File: src/hdl/hbs_pkg.sv
// ----------------------------------------------------------------------------
// hbs_pkg
// Shared constants, register codes and widths for the height-map sampler.
// ----------------------------------------------------------------------------
package hbs_pkg;

    localparam int DEF_MAX_WIDTH_LOG2 = 8;
    localparam int DEF_MAX_HEIGHT     = 256;

    // Q16.16 fraction bits
    localparam int FRAC_BITS = 16;

    // Divisor of the coordinate mapping: twice a 32-bit box dimension
    localparam int DIV_DW = 33;

    // Texel and beat widths
    localparam int TEXEL_W    = 24;
    localparam int IN_DATA_W  = 72;
    localparam int OUT_DATA_W = 32;

    // Register reset values
    localparam logic [3:0]  RST_WIDTH_LOG2 = 4'd8;
    localparam logic [8:0]  RST_HEIGHT     = 9'd256;
    localparam logic        RST_PRECISION  = 1'b1;
    localparam logic [31:0] RST_DIM_X      = 32'h0001_0000;
    localparam logic [31:0] RST_DIM_Z      = 32'h0001_0000;
    localparam logic [31:0] RST_DIM_Y      = 32'h0001_0000;
    localparam logic [31:0] RST_MIN_Y      = 32'h0000_0000;

    typedef enum logic [2:0] {
        REG_WIDTH_LOG2 = 3'd0,
        REG_HEIGHT     = 3'd1,
        REG_PRECISION  = 3'd2,
        REG_DIM_X      = 3'd3,
        REG_DIM_Z      = 3'd4,
        REG_DIM_Y      = 3'd5,
        REG_MIN_Y      = 3'd6
    } cfg_reg_t;

endpackage

File: src/hdl/hbs_coord_div.sv
// ----------------------------------------------------------------------------
// hbs_coord_div
// Pipelined restoring divider, one quotient bit per stage, for the texel
// coordinate mapping.
// ----------------------------------------------------------------------------
module hbs_coord_div #(
    parameter int RW = 66,
    parameter int QB = 24
)(
    input  logic                        clk,
    input  logic                        adv,
    input  logic [RW-1:0]               dividend,
    input  logic [hbs_pkg::DIV_DW-1:0]  divisor,
    output logic [QB-1:0]               quotient
);

    logic [RW-1:0] rem_reg [QB];
    logic [QB-1:0] quo_reg [QB];

    for (genvar j = 0; j < QB; j++)
    begin : g_stage
        logic [RW-1:0] rin;
        logic [QB-1:0] qin;
        logic [RW-1:0] trial;

        if (j == 0)
        begin : g_first
            assign rin = dividend;
            assign qin = '0;
        end
        else
        begin : g_next
            assign rin = rem_reg[j-1];
            assign qin = quo_reg[j-1];
        end

        // divisor aligned to quotient bit QB-1-j
        assign trial = RW'(divisor) << (QB - 1 - j);

        always_ff @(posedge clk)
        begin
            if (adv)
            begin
                if (rin >= trial)
                begin
                    rem_reg[j] <= rin - trial;
                    quo_reg[j] <= qin | (QB'(1) << (QB - 1 - j));
                end
                else
                begin
                    rem_reg[j] <= rin;
                    quo_reg[j] <= qin;
                end
            end
        end
    end

    assign quotient = quo_reg[QB-1];

endmodule

File: config.mk
export PLATFORM = sky130hd
export DESIGN_NAME = hbs_coord_div
export DESIGN_NICKNAME = d
export VERILOG_FILES = /design/src/hdl/hbs_pkg.sv /design/src/hdl/hbs_coord_div.sv
export SDC_FILE = /design/constraint.sdc
export NUM_CORES = 2
export LEC_CHECK = 0
export CORE_UTILIZATION = 45
export CTS_CLUSTER_SIZE = 20
export DETAILED_ROUTE_END_ITERATION = 10
export DONT_BUFFER_PORTS = 1
export PLACE_DENSITY = 0.71
export SYNTH_ARGS = -nofsm -noshare
export SYNTH_HDL_FRONTEND = slang
export SYNTH_SLANG_ARGS = --single-unit
File: constraint.sdc
create_clock -name clk -period 7.04 [get_ports clk]
set_clock_uncertainty 0.2 [all_clocks]
set_input_delay 1.408 -clock clk [delete_from_list [all_inputs] [get_ports clk]]
set_output_delay 1.408 -clock clk [all_outputs]
set_load 0.01 [all_outputs]
# After elaboration in Yosys (flattened, before gate mapping)
# Memory sizes are Yosys's and may differ from the RTL's.
# Index checks and enable logic that the tools add are counted.
[word_totals]
reg_bits = 0
ram_bits = 2160
in_bits = 101
out_inout_bits = 24
wordCells = 290
mem_count = 2
[mem_list]
columns = ["name", "depth", "word_bits", "rd", "rd_clocked_by_memory_dff", "write_ports", "line", "rtl"]
rows = [
  ["rem_reg", 24, 66, 23, 0, 24, "hbs_coord_div.sv:17", "logic [RW-1:0] rem_reg [QB];"],
  ["quo_reg", 24, 24, 24, 0, 24, "hbs_coord_div.sv:18", "logic [QB-1:0] quo_reg [QB];"],
]
[op_classes]
addsub = 24
order_cmp = 24
muxes = 192
bitwise = 48
[op_table]
columns = ["op", "n"]
rows = [
  ["$mux W66", 24],
  ["$mux W24", 24],
  ["$mux W1", 144],
  ["$ge A66 B33 Y1", 1],
  ["$ge A66 B34 Y1", 1],
  ["$ge A66 B35 Y1", 1],
  ["$ge A66 B36 Y1", 1],
  ["$ge A66 B37 Y1", 1],
  ["$ge A66 B38 Y1", 1],
  ["$ge A66 B39 Y1", 1],
  ["$ge A66 B40 Y1", 1],
  ["$ge A66 B41 Y1", 1],
  ["$ge A66 B42 Y1", 1],
  ["$ge A66 B43 Y1", 1],
  ["$ge A66 B44 Y1", 1],
  ["$ge A66 B45 Y1", 1],
  ["$ge A66 B46 Y1", 1],
  ["$ge A66 B47 Y1", 1],
  ["$ge A66 B48 Y1", 1],
  ["$ge A66 B49 Y1", 1],
  ["$ge A66 B50 Y1", 1],
  ["$ge A66 B51 Y1", 1],
  ["$ge A66 B52 Y1", 1],
  ["$ge A66 B53 Y1", 1],
  ["other kinds (28)", 75],
]

# Logic depth before layout (Yosys ltp)
# An unclocked memory read counts as a cell.
[depth]
word_depth = 6
depth_mapped = 16
mapped_depth_nobuf = 14

# Worst setup path after synthesis
# OpenSTA, ideal clock, no wires.
[synth_path]
kind = "input-to-reg"
startpoint = "in divisor[9] (netlist name)"
endpoint = "mem rem_reg[18][65] (netlist: rem_reg[2][197]) (data pin)"
setup_ns = 0.258
arrival_time_ns = 4.911
t_required_ns = 6.582
slack_ns = 1.671
path_stages = 13
n_path_buf = 1
cell_sequence = "inv_1 -> ha_1 -> a2111oi_0 -> and2_1 -> o21ai_0 -> o21ai_0 -> o31ai_1 -> a211oi_1 -> a31oi_1 -> a2111oi_2 -> clkbuf_1 -> nand4_1 -> xnor2_1"
[synth_rtl]
columns = ["element", "line", "rtl"]
rows = [
  ["start, declared", "hbs_coord_div.sv:13", "input logic [hbs_pkg::DIV_DW-1:0] divisor,"],
  ["end, declared", "hbs_coord_div.sv:17", ""],
]

==> metrics.txt <==
# TYPE chip_impl_metric gauge
chip_impl_metric{name="area_growth_syn_to_layout",unit="%"} 9.54
chip_impl_metric{name="clock_tree.buffer_depth",unit=""} 3
chip_impl_metric{name="timing_hold_violations_final",unit=""} 0
chip_impl_metric{name="cts-hold-fix-buffers",unit=""} 0
chip_impl_info{name="dominantRegCellSynth",value="sky130_fd_sc_hd__edfxtp_1"} 1
chip_impl_metric{name="height_of_the_chip",unit="um"} 511
chip_impl_metric{name="fp.dieArea",unit="um^2"} 262000
chip_impl_metric{name="num_rows",unit=""} 186
chip_impl_metric{name="worstSkewPairLatency",unit="ns"} 0.88
chip_impl_metric{name="initial_core_util",unit=""} 0.454
chip_impl_info{name="kind_of_critical_path",value="in -> reg"} 1
chip_impl_metric{name="grt_antenna_before_repair",unit=""} 14
chip_impl_metric{name="syn_inst",unit=""} 11406
chip_impl_metric{name="core",unit="um^2"} 257000
chip_impl_metric{name="area_of_the_mapped_netlist",unit="um^2"} 117000
chip_impl_metric{name="multiInputGateArea",unit="um^2"} 59700
chip_impl_info{name="synth_commonest_cells",value="sky130_fd_sc_hd__edfxtp_1, sky130_fd_sc_hd__nand2_1, sky130_fd_sc_hd__o21ai_0"} 1
chip_impl_info{name="critical_path.startpoint",value="divisor[11]"} 1
chip_impl_metric{name="finalWorstPathRequiredPeriod",unit="ns"} 5.44
chip_impl_metric{name="setup-tns-final",unit="ns"} 0
chip_impl_metric{name="dp_cells",unit=""} 14561
chip_impl_metric{name="cp.depth",unit=""} 13
chip_impl_info{name="synth_top_area_cell",value="sky130_fd_sc_hd__edfxtp_1"} 1
chip_impl_metric{name="grt_start_max_net_pins",unit=""} 175
chip_impl_info{name="post-synth-top-count-cell",value="sky130_fd_sc_hd__edfxtp_1"} 1
chip_impl_metric{name="chipWidth",unit="um"} 511
chip_impl_metric{name="finalMaxSlewViolations",unit=""} 0
chip_impl_metric{name="largest_register_ff_count",unit=""} 1518
chip_impl_info{name="crit_path_cell_trace",value="inv_2, buf_4, ha_1, nand4_1, nor2_1, o311ai_0, o211ai_1, a31oi_1, nand2b_1, o31ai_1, nand3_1, nor4_1, xor2_1"} 1
chip_impl_info{name="cts_root_buffer_type",value="sky130_fd_sc_hd__clkbuf_16"} 1
chip_impl_metric{name="finalSetupViolations",unit=""} 0
chip_impl_info{name="combinational_family_with_the_most_area_after_synthesis",value="compound AO/OA/AOI/OAI gates"} 1
chip_impl_metric{name="asyncSetResetFlopFracSynth",unit=""} 0
chip_impl_metric{name="final-instance-count-excl-fill",unit=""} 14928
chip_impl_metric{name="least_margin_pin_slew",unit="ns"} 1.39
chip_impl_info{name="setup.worst_path.end_class",value="register"} 1
chip_impl_info{name="outcome",value="completed"} 1
chip_impl_metric{name="grt_overflow_total",unit=""} 0
chip_impl_metric{name="relSlewSlack",unit=""} 0.0469
chip_impl_metric{name="crit_path_max_incr_delay",unit="ns"} 0.65
chip_impl_metric{name="wire_per_inst",unit="um"} 23.3
chip_impl_info{name="synth_top_cells_by_area",value="sky130_fd_sc_hd__edfxtp_1, sky130_fd_sc_hd__ha_1, sky130_fd_sc_hd__xnor2_1"} 1
chip_impl_metric{name="layout.filler_cells",unit=""} 23046
chip_impl_info{name="critPathSlowestCell",value="sky130_fd_sc_hd__o31ai_1"} 1
chip_impl_info{name="critical_path.reg2reg.endpoint",value="rem_reg[2][387]"} 1
chip_impl_metric{name="ir_drop",unit="mV"} 0.301
chip_impl_metric{name="netlist-cell-type-count",unit=""} 106
chip_impl_info{name="tritoncts",value="yes"} 1
chip_impl_metric{name="htree_num_levels",unit=""} 4
chip_impl_metric{name="final_layout_size_suffix_gt1_frac",unit=""} 0.0661
chip_impl_metric{name="critical_path_arrival",unit="ns"} 5.85
chip_impl_metric{name="detailedPlacementHpwl",unit="um"} 265000
chip_impl_metric{name="io_buffers",unit=""} 0
chip_impl_metric{name="number_of_enable_type_register_cells_in_the_synthesized_netlist",unit=""} 1818
chip_impl_metric{name="synth-seq-area-share",unit=""} 0.467
chip_impl_metric{name="route.detailed.vias_per_inst",unit=""} 6.20
chip_impl_metric{name="gp_congestion",unit=""} 0.983
chip_impl_metric{name="critical_path.max_fanout",unit=""} 14
chip_impl_metric{name="synth_fp_nets",unit=""} 12322
chip_impl_metric{name="cap_viol_max_count",unit=""} 0
chip_impl_metric{name="synth_simple_gate_area_share",unit=""} 0.160
chip_impl_metric{name="ys_seq_elements",unit=""} 1818
chip_impl_metric{name="cts.reportedPaths.clkPinSlew",unit="ns"} 0.06
chip_impl_metric{name="layout_setup_ws",unit="ns"} 1.60
chip_impl_metric{name="drc_errors",unit=""} 0
chip_impl_metric{name="yosys_warnings",unit=""} 0
chip_impl_metric{name="ff_latch_area",unit="um^2"} 54600
chip_impl_metric{name="cts_setup_buffers",unit=""} 0
chip_impl_metric{name="synth.top_cell.area_share",unit=""} 0.467
chip_impl_metric{name="final_util",unit=""} 0.497
chip_impl_metric{name="synth_xor_xnor_area_share",unit=""} 0.0860
chip_impl_metric{name="synth.area.mux_share",unit=""} 0.00799
chip_impl_metric{name="post-route-period-util",unit=""} 0.773
chip_impl_metric{name="placement.setup.worst_slack",unit="ns"} 0.896
chip_impl_metric{name="grt_pass1_vias",unit=""} 86517
chip_impl_metric{name="clkSinkCount",unit=""} 1818
chip_impl_metric{name="first_pass_grt_wire_length",unit="um"} 521000
chip_impl_info{name="cp-endpoint",value="rem_reg[2][387]"} 1
chip_impl_metric{name="nets",unit=""} 12293
chip_impl_info{name="setup_repair_after_global_routing_missed_its_margin",value="no"} 1
chip_impl_metric{name="route.final.wire_length",unit="um"} 347000
chip_impl_metric{name="via_count",unit=""} 92628
chip_impl_info{name="kind_of_start_point_of_the_critical_path",value="primary input"} 1
chip_impl_metric{name="detail_route.first_pass.iterations",unit=""} 6
chip_impl_metric{name="post_synthesis_compound_gate_area_fraction",unit=""} 0.167
chip_impl_metric{name="groute.usage.overall",unit=""} 0.256
chip_impl_metric{name="fmax",unit="MHz"} 184
chip_impl_metric{name="first_iter_violations",unit=""} 9794
chip_impl_metric{name="syn-mean-instance-area",unit="um^2"} 10.2
chip_impl_info{name="cpLargestDelayFamily",value="simple AND/OR/NAND/NOR gates"} 1
chip_impl_metric{name="crit_required",unit="ns"} 7.45
chip_impl_metric{name="synth_fa_ha_area_frac",unit=""} 0.0888
chip_impl_metric{name="cts_inserted_buffers",unit=""} 198
chip_impl_metric{name="r2r_setup_slack",unit="ns"} 2.10
chip_impl_metric{name="resize_count_post_cts",unit=""} 0
chip_impl_metric{name="design.portCount",unit=""} 125
chip_impl_metric{name="cellPowerDensity",unit="nW/um^2"} 413
chip_impl_metric{name="r2r_cells",unit=""} 11
chip_impl_metric{name="cellLeakagePower",unit="uW"} 0.0465
chip_impl_info{name="hold_path.class",value="reg -> reg"} 1
chip_impl_metric{name="antenna_left",unit=""} 0
chip_impl_metric{name="worst-path-buf-inv",unit=""} 2
chip_impl_info{name="rr_startpoint",value="rem_reg[2][267]"} 1
==> final cells by class <==
type                       instances  share of cell area
antenna                            3           0.0000587
inverter                         292             0.00857
tap                             3384              0.0331
timing repair buffer             170              0.0115
clock buffer                     218              0.0396
sequential                      1818               0.427
multi-input combinational       8897               0.466
clock inverter                   146              0.0139
==> through the flow <==
step / total power [uW] / hold WS (ns) / instance area [um^2]
6_report: 52800 / 0.209 / 128000
5_1_grt: 55900 / 0.221 / 128000
4_1_cts: 52600 / 0.214 / 128000
3_5_place_dp: 41400 / 0.205 / 121000
3_3_place_gp: 41100 / 0.201 / 121000
2_1_floorplan: 35000 / 0.200 / 117000
==> cells in the final DEF, fill, tap and decap left out, types with 91 or more instances in the layout <==
master / instances
sky130_fd_sc_hd__nor3_1: 296
sky130_fd_sc_hd__clkbuf_16: 200
sky130_fd_sc_hd__xnor2_1: 616
sky130_fd_sc_hd__edfxtp_1: 1818
sky130_fd_sc_hd__xor2_1: 531
sky130_fd_sc_hd__nand2_1: 1167
sky130_fd_sc_hd__nand4_1: 238
sky130_fd_sc_hd__o21ai_0: 936
sky130_fd_sc_hd__a21oi_1: 838
sky130_fd_sc_hd__a21o_1: 452
sky130_fd_sc_hd__nor2b_1: 104
sky130_fd_sc_hd__ha_1: 792
sky130_fd_sc_hd__nor4_1: 247
sky130_fd_sc_hd__nand2b_1: 129
sky130_fd_sc_hd__nand3_1: 238
sky130_fd_sc_hd__buf_4: 155
sky130_fd_sc_hd__o21bai_1: 112
sky130_fd_sc_hd__nor2_1: 699
sky130_fd_sc_hd__o21a_1: 91
sky130_fd_sc_hd__a31oi_1: 92
sky130_fd_sc_hd__or3_1: 116
sky130_fd_sc_hd__inv_1: 259
==> worst min path at each step <==
stage	startpoint	cells past startpoint	end
CTS	quo_reg[2][46]	0	quo_reg[2][70]
finish	quo_reg[2][46]	0	quo_reg[2][70]
global route	quo_reg[1][138]	0	quo_reg[1][162]
global placement	quo_reg[2][65]	0	quo_reg[2][89]
detailed placement	quo_reg[0][23]	0	quo_reg[0][47]
floorplan	quo_reg[0][92]	0	quo_reg[0][116]
==> routing by layer <==
metal	share of wire	global-route usage	vias up	routed length (um)
met4	0.040	0.0934	4	13700
met1	0.43	0.353	44868	150000
met2	0.45	0.402	3884	156000
met3	0.078	0.0448	731	27100
li1	-	-	43141	-
met5	0.000092	0	-	32
==> report_power, final <==
part / leakage, uW / internal (uW) / switching [uW]
logic: 0.0257 / 9460 / 14000
registers: 0.0175 / 16200 / 2280
clock network: 0.00329 / 6290 / 4650
total: 0.0465 / 31900 / 20900
==> cell families (layout without fill, tap and decap cells) <==
logic type | Yosys count | in the layout
muxes | 85 | 85
xor gates and xnor gates | 1147 | 1147
AOI/OAI and AO/OA | 3122 | 3122
DFF | 1818 | 1818
other | 0 | 3
adders and majority gates | 815 | 815
buffers and inverters | 691 | 826
and+or+nand+nor | 3728 | 3728
No activity file was read; power rests on OpenSTA's default activity.
